<file path="src/sv/cct_pkg.sv">
// ----------------------------------------------------------------------------
// cct_pkg
// Shared types and constants for the climate frame translator pipeline.
// ----------------------------------------------------------------------------
package cct_pkg;

   localparam int ID_W       = 29;
   localparam int CSR_ADDR_W = 3;
   localparam int REQ_DATA_W = 64;
   localparam int RSP_DATA_W = 24;

   // register indexes on the csr port
   localparam logic [CSR_ADDR_W-1:0] CSR_DISPLAY_FRAME_ID = 3'd0;
   localparam logic [CSR_ADDR_W-1:0] CSR_ECONOMY_ID       = 3'd1;
   localparam logic [CSR_ADDR_W-1:0] CSR_CLIMATE_ID_ONE   = 3'd2;
   localparam logic [CSR_ADDR_W-1:0] CSR_CLIMATE_ID_TWO   = 3'd3;
   localparam logic [CSR_ADDR_W-1:0] CSR_CLIMATE_ID_THREE = 3'd4;
   localparam logic [CSR_ADDR_W-1:0] CSR_ECONOMY_ENABLE   = 3'd5;

   localparam logic signed [8:0]  TEMP_OFFSET    = 9'sd40;
   localparam logic signed [8:0]  FAHR_OFFSET    = 9'sd32;
   localparam logic [12:0]        RECIP_NINE     = 13'd7282;
   localparam logic signed [9:0]  SEG_HIGH       = 10'sd80;
   localparam logic signed [9:0]  SEG_MID        = 10'sd20;
   localparam logic signed [9:0]  SEG_LOW        = -10'sd20;
   localparam logic [11:0]        SLOPE_HIGH     = 12'hFEB;  // -21
   localparam logic [11:0]        SLOPE_UPPER    = 12'hFEA;  // -22
   localparam logic [11:0]        SLOPE_MID      = 12'hFE9;  // -23
   localparam logic [11:0]        SLOPE_LOW      = 12'hFE8;  // -24
   localparam logic [11:0]        LINE_OFFSET    = 12'd2752;
   localparam logic [7:0]         ECON_BIT       = 8'h20;
   localparam int                 FAHR_FLAG_BIT  = 5;

   typedef struct packed {
      logic [ID_W-1:0] display_frame_id;
      logic [ID_W-1:0] economy_id;
      logic [ID_W-1:0] climate_id_one;
      logic [ID_W-1:0] climate_id_two;
      logic [ID_W-1:0] climate_id_three;
      logic            economy_enable;
   } cfg_type;

   typedef struct packed {
      logic            from_unit;
      logic [ID_W-1:0] frame_id;
      logic [7:0]      byte_zero;
      logic [7:0]      byte_two;
      logic [7:0]      byte_three;
      logic [7:0]      byte_five;
      logic            economy_switch;
   } req_type;

   // flags that ride along unchanged once decided
   typedef struct packed {
      logic       forward;
      logic [7:0] out_byte_three;
      logic       dac_write;
      logic       ac_update;
      logic       ac_enable;
   } flags_type;

   typedef struct packed {
      flags_type         flags;
      logic              fahrenheit;
      logic signed [9:0] x_cel;
      logic              f_neg;
      logic [10:0]       f_mag;
   } s1_type;

   typedef struct packed {
      flags_type         flags;
      logic signed [9:0] x;
   } s2_type;

   typedef struct packed {
      logic       ac_enable;
      logic       ac_update;
      logic [11:0] dac_value;
      logic       dac_write;
      logic [7:0] out_byte_three;
      logic       forward;
   } rsp_type;

endpackage

</file>
<file path="src/sv/cct_decode.sv">
// ----------------------------------------------------------------------------
// cct_decode
// First stage: identifier match, flag decisions and temperature prescale.
// ----------------------------------------------------------------------------
module cct_decode (
   input  logic             clock,
   input  logic             reset,
   input  cct_pkg::cfg_type cfg,
   input  logic             up_valid,
   output logic             up_ready,
   input  cct_pkg::req_type up_data,
   output logic             dn_valid,
   input  logic             dn_ready,
   output cct_pkg::s1_type  dn_data
);

   logic            valid_ff;
   cct_pkg::s1_type data_ff;
   cct_pkg::s1_type data_in;

   logic              hit_temp;
   logic              hit_econ;
   logic              hit_one;
   logic              hit_two;
   logic              hit_three;
   logic signed [8:0] temp_c;
   logic signed [8:0] temp_f;
   logic signed [11:0] temp_f_ext;
   logic signed [11:0] scaled;
   logic [11:0]        scaled_neg;

   always_comb begin
      hit_temp  = up_data.frame_id == cfg.display_frame_id;
      hit_econ  = up_data.frame_id == cfg.economy_id;
      hit_one   = up_data.frame_id == cfg.climate_id_one;
      hit_two   = up_data.frame_id == cfg.climate_id_two;
      hit_three = up_data.frame_id == cfg.climate_id_three;

      temp_c     = $signed({1'b0, up_data.byte_two}) - cct_pkg::TEMP_OFFSET;
      temp_f     = temp_c - cct_pkg::FAHR_OFFSET;
      temp_f_ext = $signed({{3{temp_f[8]}}, temp_f});
      scaled     = (temp_f_ext <<< 3) + (temp_f_ext <<< 1);
      scaled_neg = -scaled;

      data_in.flags.forward        = 1'b1;
      data_in.flags.out_byte_three = up_data.byte_three;
      data_in.flags.dac_write      = 1'b0;
      data_in.flags.ac_update      = 1'b0;
      data_in.flags.ac_enable      = 1'b0;
      if (!up_data.from_unit) begin
         if (hit_temp) begin
            data_in.flags.dac_write = 1'b1;
         end else if (hit_econ && cfg.economy_enable && up_data.economy_switch) begin
            data_in.flags.out_byte_three = up_data.byte_three | cct_pkg::ECON_BIT;
         end
      end else begin
         data_in.flags.ac_update = hit_one;
         data_in.flags.ac_enable = hit_one & ~up_data.byte_five[0];
         data_in.flags.forward   = ~(hit_one | hit_two | hit_three);
      end

      data_in.fahrenheit = up_data.byte_zero[cct_pkg::FAHR_FLAG_BIT];
      data_in.x_cel      = $signed({temp_c, 1'b0});
      data_in.f_neg      = scaled[11];
      data_in.f_mag      = scaled[11] ? scaled_neg[10:0] : scaled[10:0];
   end

   assign up_ready = !valid_ff || dn_ready;

   always_ff @(posedge clock) begin
      if (reset) begin
         valid_ff <= 1'b0;
      end else if (up_ready) begin
         valid_ff <= up_valid;
      end
      if (up_ready && up_valid) begin
         data_ff <= data_in;
      end
   end

   assign dn_valid = valid_ff;
   assign dn_data  = data_ff;

endmodule

</file>
<file path="src/sv/cct_scale.sv">
// ----------------------------------------------------------------------------
// cct_scale
// Second stage: Fahrenheit divide by nine and choice of display scale.
// ----------------------------------------------------------------------------
module cct_scale (
   input  logic            clock,
   input  logic            reset,
   input  logic            up_valid,
   output logic            up_ready,
   input  cct_pkg::s1_type up_data,
   output logic            dn_valid,
   input  logic            dn_ready,
   output cct_pkg::s2_type dn_data
);

   logic            valid_ff;
   cct_pkg::s2_type data_ff;
   cct_pkg::s2_type data_in;

   logic [23:0]       recip_prod;
   logic [7:0]        quot;
   logic signed [9:0] quot_s;
   logic signed [9:0] x_fahr;

   always_comb begin
      // reciprocal multiply, exact for magnitudes up to 1830
      recip_prod = {13'b0, up_data.f_mag} * {11'b0, cct_pkg::RECIP_NINE};
      quot       = recip_prod[23:16];
      quot_s     = $signed({2'b0, quot});
      x_fahr     = up_data.f_neg ? -quot_s : quot_s;

      data_in.flags = up_data.flags;
      data_in.x     = up_data.fahrenheit ? x_fahr : up_data.x_cel;
   end

   assign up_ready = !valid_ff || dn_ready;

   always_ff @(posedge clock) begin
      if (reset) begin
         valid_ff <= 1'b0;
      end else if (up_ready) begin
         valid_ff <= up_valid;
      end
      if (up_ready && up_valid) begin
         data_ff <= data_in;
      end
   end

   assign dn_valid = valid_ff;
   assign dn_data  = data_ff;

endmodule

</file>
<file path="src/sv/cct_dac.sv">
// ----------------------------------------------------------------------------
// cct_dac
// Third stage: segment slope, line evaluation and result register.
// ----------------------------------------------------------------------------
module cct_dac (
   input  logic            clock,
   input  logic            reset,
   input  logic            up_valid,
   output logic            up_ready,
   input  cct_pkg::s2_type up_data,
   output logic            dn_valid,
   input  logic            dn_ready,
   output cct_pkg::rsp_type dn_data
);

   logic             valid_ff;
   cct_pkg::rsp_type data_ff;
   cct_pkg::rsp_type data_in;

   logic [11:0] slope;
   logic [11:0] x_ext;
   logic [23:0] line_prod;
   logic [11:0] line_val;

   always_comb begin
      if (up_data.x > cct_pkg::SEG_HIGH) begin
         slope = cct_pkg::SLOPE_HIGH;
      end else if (up_data.x < cct_pkg::SEG_MID && up_data.x >= cct_pkg::SEG_LOW) begin
         slope = cct_pkg::SLOPE_MID;
      end else if (up_data.x < cct_pkg::SEG_LOW) begin
         slope = cct_pkg::SLOPE_LOW;
      end else begin
         slope = cct_pkg::SLOPE_UPPER;
      end

      // only the low 12 bits survive, so modular arithmetic is enough
      x_ext     = {{2{up_data.x[9]}}, up_data.x};
      line_prod = {12'b0, x_ext} * {12'b0, slope};
      line_val  = line_prod[11:0] + cct_pkg::LINE_OFFSET;

      data_in.forward        = up_data.flags.forward;
      data_in.out_byte_three = up_data.flags.out_byte_three;
      data_in.dac_write      = up_data.flags.dac_write;
      data_in.dac_value      = up_data.flags.dac_write ? line_val : 12'd0;
      data_in.ac_update      = up_data.flags.ac_update;
      data_in.ac_enable      = up_data.flags.ac_enable;
   end

   assign up_ready = !valid_ff || dn_ready;

   always_ff @(posedge clock) begin
      if (reset) begin
         valid_ff <= 1'b0;
      end else if (up_ready) begin
         valid_ff <= up_valid;
      end
      if (up_ready && up_valid) begin
         data_ff <= data_in;
      end
   end

   assign dn_valid = valid_ff;
   assign dn_data  = data_ff;

endmodule

</file>
<file path="src/sv/can_climate_frame_translator_unit.sv">
// ----------------------------------------------------------------------------
// can_climate_frame_translator_unit
// Per-frame forwarding, DAC and AC decisions between car and climate buses.
// ----------------------------------------------------------------------------
// Accepts one frame word per clock while nothing stalls and returns one
// result word per frame, in order, through a three-stage pipeline (id match,
// divide by nine, slope line); the word passes the decode, scale and dac
// registers in turn before it is offered on rsp. Each stage holds its word
// while the next one is full, so back pressure on rsp_tready reaches
// req_tready without loss. Identifier registers must be written through the
// csr port only while no frame is in flight; the block does not enforce it.
module can_climate_frame_translator_unit (
   input  logic                            clock,
   input  logic                            reset,
   input  logic                            csr_we,
   input  logic [cct_pkg::CSR_ADDR_W-1:0]  csr_addr,
   input  logic [cct_pkg::ID_W-1:0]        csr_wdata,
   input  logic                            req_tvalid,
   output logic                            req_tready,
   // frame_id, byte_zero, byte_two, byte_three, byte_five, economy_switch
   input  logic [cct_pkg::REQ_DATA_W-1:0]  req_tdata,
   // from_unit
   input  logic                            req_tuser,
   output logic                            rsp_tvalid,
   input  logic                            rsp_tready,
   // forward, out_byte_three, dac_write, dac_value, ac_update, ac_enable
   output logic [cct_pkg::RSP_DATA_W-1:0]  rsp_tdata
);

   cct_pkg::cfg_type  cfg_ff;
   cct_pkg::req_type  req;
   cct_pkg::s1_type   s1_data;
   cct_pkg::s2_type   s2_data;
   cct_pkg::rsp_type  rsp_data;
   logic              s1_valid;
   logic              s1_ready;
   logic              s2_valid;
   logic              s2_ready;

   always_ff @(posedge clock) begin
      if (reset) begin
         cfg_ff <= '0;
      end else if (csr_we) begin
         unique case (csr_addr)
            cct_pkg::CSR_DISPLAY_FRAME_ID: cfg_ff.display_frame_id <= csr_wdata;
            cct_pkg::CSR_ECONOMY_ID:       cfg_ff.economy_id       <= csr_wdata;
            cct_pkg::CSR_CLIMATE_ID_ONE:   cfg_ff.climate_id_one   <= csr_wdata;
            cct_pkg::CSR_CLIMATE_ID_TWO:   cfg_ff.climate_id_two   <= csr_wdata;
            cct_pkg::CSR_CLIMATE_ID_THREE: cfg_ff.climate_id_three <= csr_wdata;
            cct_pkg::CSR_ECONOMY_ENABLE:   cfg_ff.economy_enable   <= csr_wdata[0];
            default: begin
            end
         endcase
      end
   end

   always_comb begin
      req.from_unit      = req_tuser;
      req.frame_id       = req_tdata[28:0];
      req.byte_zero      = req_tdata[36:29];
      req.byte_two       = req_tdata[44:37];
      req.byte_three     = req_tdata[52:45];
      req.byte_five      = req_tdata[60:53];
      req.economy_switch = req_tdata[61];
   end

   cct_decode u_decode (
      .clock    (clock),
      .reset    (reset),
      .cfg      (cfg_ff),
      .up_valid (req_tvalid),
      .up_ready (req_tready),
      .up_data  (req),
      .dn_valid (s1_valid),
      .dn_ready (s1_ready),
      .dn_data  (s1_data)
   );

   cct_scale u_scale (
      .clock    (clock),
      .reset    (reset),
      .up_valid (s1_valid),
      .up_ready (s1_ready),
      .up_data  (s1_data),
      .dn_valid (s2_valid),
      .dn_ready (s2_ready),
      .dn_data  (s2_data)
   );

   cct_dac u_dac (
      .clock    (clock),
      .reset    (reset),
      .up_valid (s2_valid),
      .up_ready (s2_ready),
      .up_data  (s2_data),
      .dn_valid (rsp_tvalid),
      .dn_ready (rsp_tready),
      .dn_data  (rsp_data)
   );

   assign rsp_tdata = rsp_data;

endmodule
</file>
<file path="config.mk">
export PLATFORM = sky130hd
export DESIGN_NAME = can_climate_frame_translator_unit
export DESIGN_NICKNAME = d
export VERILOG_FILES = /design/src/sv/cct_pkg.sv /design/src/sv/cct_decode.sv /design/src/sv/cct_scale.sv /design/src/sv/cct_dac.sv /design/src/sv/can_climate_frame_translator_unit.sv
export SDC_FILE = /design/constraint.sdc
export NUM_CORES = 1
export LEC_CHECK = 0
export BUFFER_PORTS_ARGS = -buffer_cell sky130_fd_sc_hd__buf_2
export CAP_MARGIN = 20
export CORE_MARGIN = 4
export CORE_UTILIZATION = 55
export CTS_CLUSTER_DIAMETER = 30
export CTS_CLUSTER_SIZE = 12
export DETAILED_ROUTE_END_ITERATION = 10
export PLACE_DENSITY = 0.74
export SLEW_MARGIN = 20
export SYNTH_ARGS = -nofsm -noshare
export SYNTH_HDL_FRONTEND = slang
export SYNTH_SLANG_ARGS = --single-unit
</file>
<file path="constraint.sdc">
create_clock -name clock -period 4.8 [get_ports clock]
set_input_delay 1.44 -clock clock [delete_from_list [all_inputs] [get_ports clock]]
set_output_delay 1.44 -clock clock [all_outputs]
set_load 0.05 [all_outputs]
</file>
[Word level (Yosys, flattened, before mapping)]
Cells that the tools add are included.
Storage, ports and cells
  register bits: 229
  bits of input ports: 102
  output and inout port bits: 26
  word-level logic and storage cells: 87
Cells by class
  $add $sub $neg: 6
  multiply operators: 2
  $lt $le $gt $ge: 4
  equal/unequal tests: 10
  multiplexer cells: 10
  bitwise logic cells: 5
  reduce and logical (&&, ||, !) cells: 19
Operators by type and width (number)
  $eq 29x29->1: 5
  $mux 12: 2
  $mul 11x12->23 const B: 1
  $lt 10x6->1 const B: 2
  $mux 10: 2
  $add 12x10->12: 1
  $add 12x12->12 const B: 1
  $mul 10x12->12: 1
  $mux 6: 2
  $reduce_and 2->1: 6
  $mux 11: 1
  $neg 11->11: 1
  $ge 10x6->1 const B: 1
  $gt 10x8->1 const B: 1
  $neg 8->10: 1
  $sub 8x6->9 const B: 1
  $sub 9x7->9 const B: 1
  $mux 7: 1
  $eq 3x2->1 const B: 2
  $eq 3x3->1 const B: 2
  $logic_and 1x1->1: 6
  $eq 3x1->1 const B: 1
  $logic_not 1->1: 3
  $logic_not 3->1: 1
  6 further kinds: 10

[Longest topological paths before layout]
Gate-level depths: netlist (run 1).
  depth in word-level cells: 6
  depth in mapped cells: 26
  depth with buffers taken out: 26

[Modules after synthesis]
From an unflattened synthesis (run 1), not the netlist that was laid out.
Second synthesis, totals
  cells, all modules: 1367
  area, all modules: 14427.6 µm²
By module, submodules not included
  can_climate_frame_translator_unit: instances 1, cells an instance 510, area each 5729.2 µm², sequential area each 2922.8 µm²
  cct_decode: instances 1, cells an instance 354, area each 3349.5 µm², sequential area each 980.9 µm²
  cct_scale: instances 1, cells an instance 324, area each 3281.9 µm², sequential area each 680.7 µm²
  cct_dac: instances 1, cells an instance 179, area each 2067.0 µm², sequential area each 740.7 µm²

[Least setup slack after synthesis (run 1)]
Ideal clock, no wire load.
  path kind: register to register
  start: register u_scale.data_ff (netlist bit u_scale.dn_data[2])
  end: register u_dac.data_ff (netlist bit u_dac.dn_data[21]), data pin
  library setup time: 255 ps
  arrival time: 4904 ps
  data required time: 4545 ps
  slack: -358 ps
  cell stages (with the launch flop): 21
  path buffers: 0
  period minus slack after synthesis: 5158 ps
  cells stage by stage: edfxtp_1 > inv_1 > ha_1 > inv_1 > a2111oi_0 > o31a_1 > nand2b_1 > ha_1 > fa_1 > fa_1 > inv_1 > fa_1 > inv_1 > fa_1 > inv_1 > ha_1 > inv_1 > o21bai_1 > a21oi_1 > xnor2_1 > and2_1
On the way
  word-level cells in the longest chain between the ends: 6
  elaborated cells on any way between the ends: 10
  classes of those cells: 1 x add/sub; 1 x mul; 4 x order compare; 3 x mux; 1 x reduce/logical
Ends and longest elaborated chain
  start: declaration: line cct_scale.sv:17  | cct_pkg::s2_type data_ff;
  start signal: assignment: line cct_scale.sv:45  | data_ff <= data_in;
  $lt 10x6->1, or another cell as far along: line cct_dac.sv:30  | end else if (up_data.x < cct_pkg::SEG_LOW) begin
  $mux 2 / $logic_and 1x1->1 (equally long branches): line cct_dac.sv:30, cct_dac.sv:28
  $mux 12: line cct_dac.sv:28  | end else if (up_data.x < cct_pkg::SEG_MID && up_data.x >= cct_pkg::SEG_LOW) begin
  $mux 12: line cct_dac.sv:26  | if (up_data.x > cct_pkg::SEG_HIGH) begin
  $mul 10x12->12 *: line cct_dac.sv:38  | line_prod = {12'b0, x_ext} * {12'b0, slope};
  $add 12x12->12 *: line cct_dac.sv:39  | line_val = line_prod[11:0] + cct_pkg::LINE_OFFSET;
  end signal: assignment: line cct_dac.sv:58  | data_ff <= data_in;
  end: declaration: line cct_dac.sv:17  | cct_pkg::rsp_type data_ff;
Every way passes the cells marked *; elsewhere a longest branch is shown, timed or not.
A chain may end at the register's enable or synchronous reset.

==> metrics.yaml, run 1 <==
worstSetupPathType: "flip-flop to flip-flop"
crit_family: "adder cells"
antenna_found_initial: 3
netlist_instances: 1518
cp-end-kind: "flip-flop"
met3_usage: 0.0476
use_met2: 0.448
clock_path_buffers: 3
fin_hold_ws_ns: 0.415
grt_max_degree: 92
path_clk_slew_ns: 0.05
clock-sinks: 227
vias: 11254
yosys_warnings: 0
synth-async-reset-ratio: 0
finalWorstSetupSlack_ns: -0.301
synth_area_leaders: "dfxtp_1 21%, edfxtp_1 17%, ha_1 11%"
numCtsBuffers: 47
use_met1: 0.305
clock-root-buffer: "clkbuf_16"
die_w_um: 167
finalHoldViolCount: 0
area_growth_pct: 26.8
yosys.cell_types.count: 61
slew_viol_final: 0
fp-row-count: 57
die_area_um2: 27900
rsz0062_at_grt: "yes"
hold_path_class: "flip-flop to flip-flop"
timing.slew.headroom: 0.366
critPathMaxStageDelay_ns: 0.55
gp_congestion: 0.906
ys_ff_latch: 227
io_pins: 128
ys_seq_area_frac: 0.383
slowest_stage: "fa_1"
portBuffers: 111
dp_hpwl_mm: 25.3
nNetsFinal: 1966
cp_max_fo: 4
synth_edf_count: 78
totalWireLength_mm: 37.0
synthFlopType: "dfxtp_1"
worstSkewPairLatency_ns: 0.54
dr.pass1.iters: 5
fin_crit_sh: 1.06
period_needed_ns: 5.10
synth_top_area_frac: 0.214
grt_usage: 0.255
synth.most_common_cell: "nand2_1"
crit_required_ns: 5.19
synth_top_area_cell: "dfxtp_1"
cp.arrival_ns: 5.49
overflow: 0
initialDrtViolationCount: 748
violations: "negative setup slack"
status: "complete, but fails checks"
path_common_cell: "fa_1"
setup_viol: 12
crit_chain: "fa_2 -> ha_4 -> inv_2 -> fa_1 -> inv_2 -> fa_1 -> fa_1 -> ha_4 -> a21oi_2 -> o221a_1 -> nand2b_4 -> nand3b_1 -> mux2i_2 -> or2_4 -> or4_1 -> nand4_1"
viasPerCell: 5.48
top_usage_layer: "met2"
synth_area_per_cell_um2: 9.17
start_kind: "flip-flop"
wl_per_cell_um: 18.0
drc: 0
worst_slew_pin_slew_ns: 0.951
clock_skew_ns: 0.0139
die_y_um: 167
grt_pass1_vias: 11425
path_buf_inv: 2
coreArea_um2: 24600
finalSetupTns_ns: -2.12
synth_common_cells: "316 x nand2_1, 175 x a21oi_1, 149 x dfxtp_1, 125 x ha_1, 112 x xnor2_1"
drv_cap: 0
fmax_ghz: 0.196
synth_fp_nets: 1797
syn-cell-area_um2: 13900
ant_nets: 0
drive_gt1_frac: 0.228
cts_tree: "yes"
grt_pass1_wl_mm: 57.5
start_util: 0.566
hold_buffers: 0
ctsHtreeMaxLevel: 2
==> layout make-up <==
cell class	instances	area (µm²)
multi-input combinational	1097	8510
fill	1772	6960
sequential	227	5330
timing repair buffer	203	1310
clock buffer	54	1250
inverter	111	424
clock inverter	34	418
tap	324	405
antenna	2	5.00
==> sequential cells by signal, indices dropped and copies added, names as in the netlist <==
register           count
u_decode.dn_valid      1
cfg_ff               146
u_scale.dn_data       22
u_scale.dn_valid       1
u_dac.dn_valid         1
u_dac.dn_data         24
u_decode.dn_data      32
==> per-stage QoR <==
step	worst slack (ns)	std cells	cell area, µm²	utilization
4_1_cts	-0.176	2038	17300	0.702
5_1_grt	-0.435	2052	17600	0.717
6_report	-0.301	2052	17600	0.717
3_3_place_gp	-0.143	1942	15300	0.624
2_1_floorplan	-0.0713	1518	14100	-
3_5_place_dp	-0.266	1942	15300	0.624
==> logic make-up after synthesis <==
logic type                 synth area share
xor gates and xnor gates              0.124
muxes                               0.00378
AOI/OAI and AO/OA                    0.0953
buffers and inverters                0.0524
DFF                                   0.383
and+or+nand+nor                       0.155
adders and majority gates             0.187
==> metal layers <==
| metal | share of wire | vias up |
|---|---|---|
| met1 | 0.39 | 5348 |
| met5 | 0.00019 | - |
| met4 | 0.040 | 2 |
| li1 | - | 5382 |
| met2 | 0.51 | 411 |
| met3 | 0.065 | 111 |
==> worst register-to-register path: stages, from the launching register on <==
cell	delay (ns)
edfxtp_1	0.45
fa_2	0.52
ha_4	0.29
inv_2	0.04
fa_1	0.54
inv_2	0.04
fa_1	0.47
fa_1	0.55
ha_4	0.22
a21oi_2	0.13
o221a_1	0.23
nand2b_4	0.15
nand3b_1	0.18
mux2i_2	0.23
or2_4	0.28
or4_1	0.54
nand4_1	0.10
==> placed cells by master, fill, tap and decap left out, types with 37 or more instances in the layout <==
| cell | n |
|---|---|
| a21oi_1 | 166 |
| buf_2 | 110 |
| buf_4 | 84 |
| clkbuf_16 | 49 |
| dfxtp_1 | 149 |
| edfxtp_1 | 78 |
| fa_1 | 49 |
| ha_1 | 102 |
| inv_1 | 93 |
| nand2_1 | 315 |
| nor2_1 | 37 |
| xnor2_1 | 107 |
| xor2_1 | 80 |
==> final timing paths <==
kind                            slack [ns]                      endpoint                          start  cells past startpoint
worst min register to register        0.42    u_dac.dn_data[6]$_DFFE_PP_  u_scale.dn_data[18]$_DFFE_PP_                      0
worst min-delay path                  0.42    u_dac.dn_data[6]$_DFFE_PP_  u_scale.dn_data[18]$_DFFE_PP_                      0
worst max register to register       -0.30  u_scale.dn_data[7]$_DFFE_PP_  u_decode.dn_data[8]$_DFFE_PP_                     16
worst max-delay path                 -0.30  u_scale.dn_data[7]$_DFFE_PP_  u_decode.dn_data[8]$_DFFE_PP_                     16
==> timing repair <==
action	CTS	global route
hold endpoints to repair	0	0
buffers inserted	8	13
pin swaps	27	44
gates resized for setup	31	48
setup endpoints to repair	12	13
Power of run 1 is not shown: default switching activity piles up to over one toggle a cycle in this logic, so the estimate is an artifact.
==> run 2: changes to the inputs <==
--- a/config.mk
+++ b/config.mk
@@ -13,6 +13,7 @@
 export CTS_CLUSTER_SIZE = 12
 export DETAILED_ROUTE_END_ITERATION = 10
 export PLACE_DENSITY = 0.74
+export SETUP_SLACK_MARGIN = 0.15
 export SLEW_MARGIN = 20
 export SYNTH_ARGS = -nofsm -noshare
 export SYNTH_HDL_FRONTEND = slang
==> metrics.yaml, run 2 (synthesis gave the netlist of run 1 again) <==
mostFrequentLayoutCell: "nand2_1"
dr.pass1.iters: 5
start_kind: "flip-flop"
final_cell_mix: "316 x nand2_1, 165 x a21oi_1, 149 x dfxtp_1, 110 x buf_2, 109 x xnor2_1"
largest_reg_flops: 146
drc: 0
start_util: 0.566
critPathMaxStageDelay_ns: 0.50
crit_required_ns: 5.07
slowest_stage: "fa_1"
area_growth_pct: 24.3
grt_usage: 0.253
grt_max_degree: 89
reg2reg_depth: 24
clock-sinks: 227
worstSkewPairLatency_ns: 0.52
clock_path_buffers: 3
grt_pass1_vias: 11426
rsz0062_at_grt: "yes"
r2r_start: "u_scale.dn_data[3]$_DFFE_PP_"
path_buf_inv: 6
gp_congestion: 0.932
worst_r2r_endpoint: "u_dac.dn_data[21]$_SDFFCE_PN0P_"
reg2reg_slack_ns: -0.22
antenna_found_initial: 1
holdPathEnd: "u_scale.dn_data[14]$_DFFE_PP_"
initialDrtViolationCount: 618
hold_buffers: 0
finalNonFillerCells: 2033
die_y_um: 167
finish.utilization: 0.703
worstSetupPathType: "flip-flop to flip-flop"
coreArea_um2: 24600
grt_pass1_wl_mm: 57.2
holdPathStages: 0
hold_start: "u_decode.dn_data[27]$_DFFE_PP_"
fp-row-count: 57
path_clk_slew_ns: 0.06
finalSetupTns_ns: -1.22
crit_family: "adder cells"
finalWorstSetupSlack_ns: -0.221
dp_cells: 1941
clock_skew_ns: 0.00920
nNetsFinal: 1954
crit_chain: "inv_2 -> ha_4 -> nand3_2 -> nor3b_4 -> o31ai_2 -> o31a_1 -> nor2_1 -> ha_2 -> ha_1 -> inv_1 -> fa_1 -> inv_1 -> fa_1 -> inv_1 -> fa_1 -> inv_2 -> ha_4 -> inv_4 -> o21bai_2 -> a21oi_4 -> o21bai_1 -> a21oi_2 -> xnor2_1 -> and2_1"
fmax_ghz: 0.199
final_area_um2: 17300
violations: "negative setup slack"
portBuffers: 111
slew_viol_final: 0
ant_nets: 0
period_needed_ns: 5.02
finalHoldViolCount: 0
numCtsBuffers: 44
die_area_um2: 27900
worst_slew_pin_slew_ns: 0.941
status: "complete, but fails checks"
cp.arrival_ns: 5.30
cp_max_fo: 5
antenna_cells: 0
wl_per_cell_um: 17.5
cts_tree: "yes"
timing.slew.headroom: 0.373
hold_path_class: "flip-flop to flip-flop"
ctsHtreeMaxLevel: 2
fin_crit_sh: 1.05
largest-register: "cfg_ff"
overflow: 0
totalWireLength_mm: 35.6
viasPerCell: 5.45
clock-root-buffer: "clkbuf_16"
vias: 11086
die_w_um: 167
io_pins: 128
cp-end-kind: "flip-flop"
drv_cap: 0
dpl_cell_area_um2: 15400
setup_viol: 11
dp_hpwl_mm: 25.5
drive_gt1_frac: 0.217
[run 2: cell types whose count changed in the layout (fill, tap and decap cells not counted), moves of 3 or more]
cell       previous run  this run
buf_4                84        78
clkbuf_16            49        45
clkbuf_8              1         6
inv_6                 8         1
o31ai_2               1         4
[run 2: layout make-up]
type	count	area, µm²
Timing Repair Buffer	194	1220
Inverter	111	419
Clock inverter	24	298
Clock buffer	56	1230
Tap cell	324	405
Sequential cell	227	5330
Multi-Input combinational cell	1097	8410
Fill cell	1832	7300
[run 2: stage by stage]
stage	hold WS (ns)	setup WS, ns
after floorplan	0.400	-0.0713
after global placement	0.400	-0.151
after detailed placement	0.405	-0.193
after CTS	0.413	-0.152
after global routing	0.420	-0.447
final	0.417	-0.221
[run 2: worst max-delay path by stage]
stage          slack [ns]                               to                              from  cells after the start
6_report            -0.22  u_dac.dn_data[21]$_SDFFCE_PN0P_      u_scale.dn_data[3]$_DFFE_PP_                     24
4_1_cts             -0.15     u_scale.dn_data[4]$_DFFE_PP_     u_decode.dn_data[4]$_DFFE_PP_                     19
3_5_place_dp        -0.19     u_scale.dn_data[7]$_DFFE_PP_     u_decode.dn_data[7]$_DFFE_PP_                     16
2_1_floorplan       -0.07  u_dac.dn_data[21]$_SDFFCE_PN0P_  u_scale.dn_data[0]$_SDFFCE_PN0P_                     21
5_1_grt             -0.45  u_dac.dn_data[21]$_SDFFCE_PN0P_      u_scale.dn_data[3]$_DFFE_PP_                     24
3_3_place_gp        -0.15  u_dac.dn_data[21]$_SDFFCE_PN0P_      u_scale.dn_data[4]$_DFFE_PP_                     21
[run 2: what timing repair did]
action / CTS / global route
cloned: 0 / 0
pin swaps: 13 / 12
buffers inserted: 5 / 6
resized for setup: 27 / 25
endpoints found under the setup margin: 13 / 15
[run 2: worst register-to-register path, cell delays in order, from the launching register on]
cell,delay [ns]
edfxtp_1,0.41
inv_2,0.10
ha_4,0.14
nand3_2,0.09
nor3b_4,0.16
o31ai_2,0.27
o31a_1,0.31
nor2_1,0.08
ha_2,0.17
ha_1,0.27
inv_1,0.05
fa_1,0.48
inv_1,0.05
fa_1,0.47
inv_1,0.05
fa_1,0.50
inv_2,0.05
ha_4,0.28
inv_4,0.04
o21bai_2,0.15
a21oi_4,0.08
o21bai_1,0.19
a21oi_2,0.09
xnor2_1,0.13
and2_1,0.15
[run 2: metal layers]
metal  vias to the layer above  routed length [µm]  GRT usage
met2                       347               18100      0.447
met5                         -                   7          0
met4                         2                1550      0.113
met3                        95                2200     0.0474
met1                      5300               13700      0.298
li1                       5342                   -          -
Power of run 2 is left out for the same reason.
==> run 3: changes to the inputs <==
==> constraint.sdc (replaced) <==
create_clock -name clock -period 4.11 [get_ports clock]
set_input_delay 1.233 -clock clock [delete_from_list [all_inputs] [get_ports clock]]
set_output_delay 1.233 -clock clock [all_outputs]
set_load 0.05 [all_outputs]
==> metrics.yaml, run 3 (synthesis gave the netlist of run 1 again) <==
clock_skew_ns: 0.0165
antenna_found_initial: 0
dp_hpwl_mm: 26.2
ctsHtreeMaxLevel: 2
grt_max_degree: 76
drv_cap: 0
start_util: 0.566
die_area_um2: 27900
cp_max_fo: 5
crit_chain: "fa_1 -> ha_4 -> inv_2 -> fa_1 -> inv_2 -> fa_1 -> fa_1 -> ha_4 -> and3_4 -> and2_4 -> a31oi_4 -> xnor2_2 -> inv_1 -> ha_4 -> inv_2 -> o31ai_2 -> xnor2_1 -> mux2_2"
finalWorstSetupSlack_ns: -0.895
clock_path_buffers: 3
wl_per_cell_um: 18.4
cp-startpoint: "u_decode.dn_data[4]$_DFFE_PP_"
path_clk_slew_ns: 0.05
crit_required_ns: 4.39
largest_reg_flops: 146
overflow: 0
finalHoldViolCount: 0
reg2reg_slack_ns: -0.89
reg2reg_depth: 18
drc: 0
die_y_um: 167
worstSetupPathType: "flip-flop to flip-flop"
worst_r2r_endpoint: "u_scale.dn_data[4]$_DFFE_PP_"
start_kind: "flip-flop"
mostFrequentLayoutCell: "nand2_1"
die_w_um: 167
preCtsSetupSlack_ns: -0.862
clock-root-buffer: "clkbuf_16"
worst_slew_pin_slew_ns: 0.809
period_needed_ns: 5.00
finalNonFillerCells: 2084
dp_cells: 1984
area_growth_pct: 29.1
coreArea_um2: 24600
vias: 11436
grt_pass1_wl_mm: 60.1
initialDrtViolationCount: 901
timing.slew.headroom: 0.461
cp-end-kind: "flip-flop"
largest-register: "cfg_ff"
r2r_start: "u_decode.dn_data[4]$_DFFE_PP_"
cts_tree: "yes"
path_common_cell: "fa_1"
dr.pass1.iters: 5
io_pins: 128
violations: "negative setup slack"
drive_gt1_frac: 0.255
totalWireLength_mm: 38.2
clock-sinks: 227
nNetsFinal: 2003
grt_pass1_vias: 11626
viasPerCell: 5.49
worstSkewPairLatency_ns: 0.54
fp-row-count: 57
ant_nets: 0
grt_usage: 0.265
final_cell_mix: "315 x nand2_1, 165 x a21oi_1, 149 x dfxtp_1, 120 x buf_4, 110 x buf_2"
hold_path_class: "flip-flop to flip-flop"
slowest_stage: "fa_1"
status: "complete, but fails checks"
gp_congestion: 0.907
hold_buffers: 0
slew_viol_final: 0
fin_crit_sh: 1.22
critPathMaxStageDelay_ns: 0.56
rsz0062_at_grt: "yes"
setup_viol: 16
finish.utilization: 0.730
fmax_ghz: 0.200
endpoint: "u_scale.dn_data[4]$_DFFE_PP_"
numCtsBuffers: 43
portBuffers: 111
cp.arrival_ns: 5.28
## run 3: final cells by class
cell class	instances	area, µm²
inverter	111	417
fill	1703	6640
antenna	1	2.50
multi-input combinational	1097	8660
clock inverter	23	295
sequential	227	5330
tap	324	405
timing repair buffer	244	1620
clock buffer	57	1240
## run 3: layer usage
| layer | vias to the layer above | GRT usage | wire length, µm |
|---|---|---|---|
| li1 | 5450 | - | - |
| met1 | 5424 | 0.320 | 14500 |
| met2 | 447 | 0.476 | 19600 |
| met3 | 115 | 0.0389 | 2670 |
| met4 | 0 | 0.102 | 1480 |
| met5 | - | 0 | 0 |
## run 3: worst min-delay path by stage
stage / to / from / slack, ns / cells past startpoint
finish: u_scale.dn_data[16]$_DFFE_PP_ / u_decode.dn_data[29]$_DFFE_PP_ / 0.41 / 0
global placement: u_scale.dn_data[11]$_DFFE_PP_ / u_decode.dn_data[24]$_SDFFCE_PN0P_ / 0.40 / 0
CTS: u_scale.dn_data[16]$_DFFE_PP_ / u_decode.dn_data[29]$_DFFE_PP_ / 0.41 / 0
global route: u_scale.dn_data[19]$_DFFE_PP_ / u_decode.dn_data[32]$_DFFE_PP_ / 0.42 / 0
detailed placement: u_dac.dn_data[3]$_DFFE_PP_ / u_scale.dn_data[15]$_DFFE_PP_ / 0.41 / 0
floorplan: u_dac.dn_data[0]$_DFFE_PP_ / u_scale.dn_data[21]$_DFFE_PP_ / 0.40 / 0
## run 3: worst max-delay path, delay by kind of cell (launching register included)
| family | cells | cell delay (ns) |
|---|---|---|
| adder cells (fa/ha/maj) | 7 | 2.86 |
| AND/OR/NAND/NOR | 2 | 0.35 |
| flip-flops | 1 | 0.41 |
| XOR/XNOR | 2 | 0.42 |
| multiplexers | 1 | 0.28 |
| AO/OA/AOI/OAI | 2 | 0.17 |
| buffers and inverters | 4 | 0.28 |
## run 3: timing repair
action,CTS,global route
pin swaps,32,22
resized for setup,50,34
buffers inserted,9,10
endpoints found under the setup margin,17,18
## run 3: per-stage QoR
stage               hold WS [ns]  setup TNS (ns)  instance area, µm²
global placement           0.401           -9.79               15800
floorplan                  0.400           -7.25               14300
finish                     0.414          -11.49               18000
detailed placement         0.405          -11.00               15800
CTS                        0.412          -10.36               17700
global route               0.424          -14.19               18000
Power of run 3 is left out for the same reason.
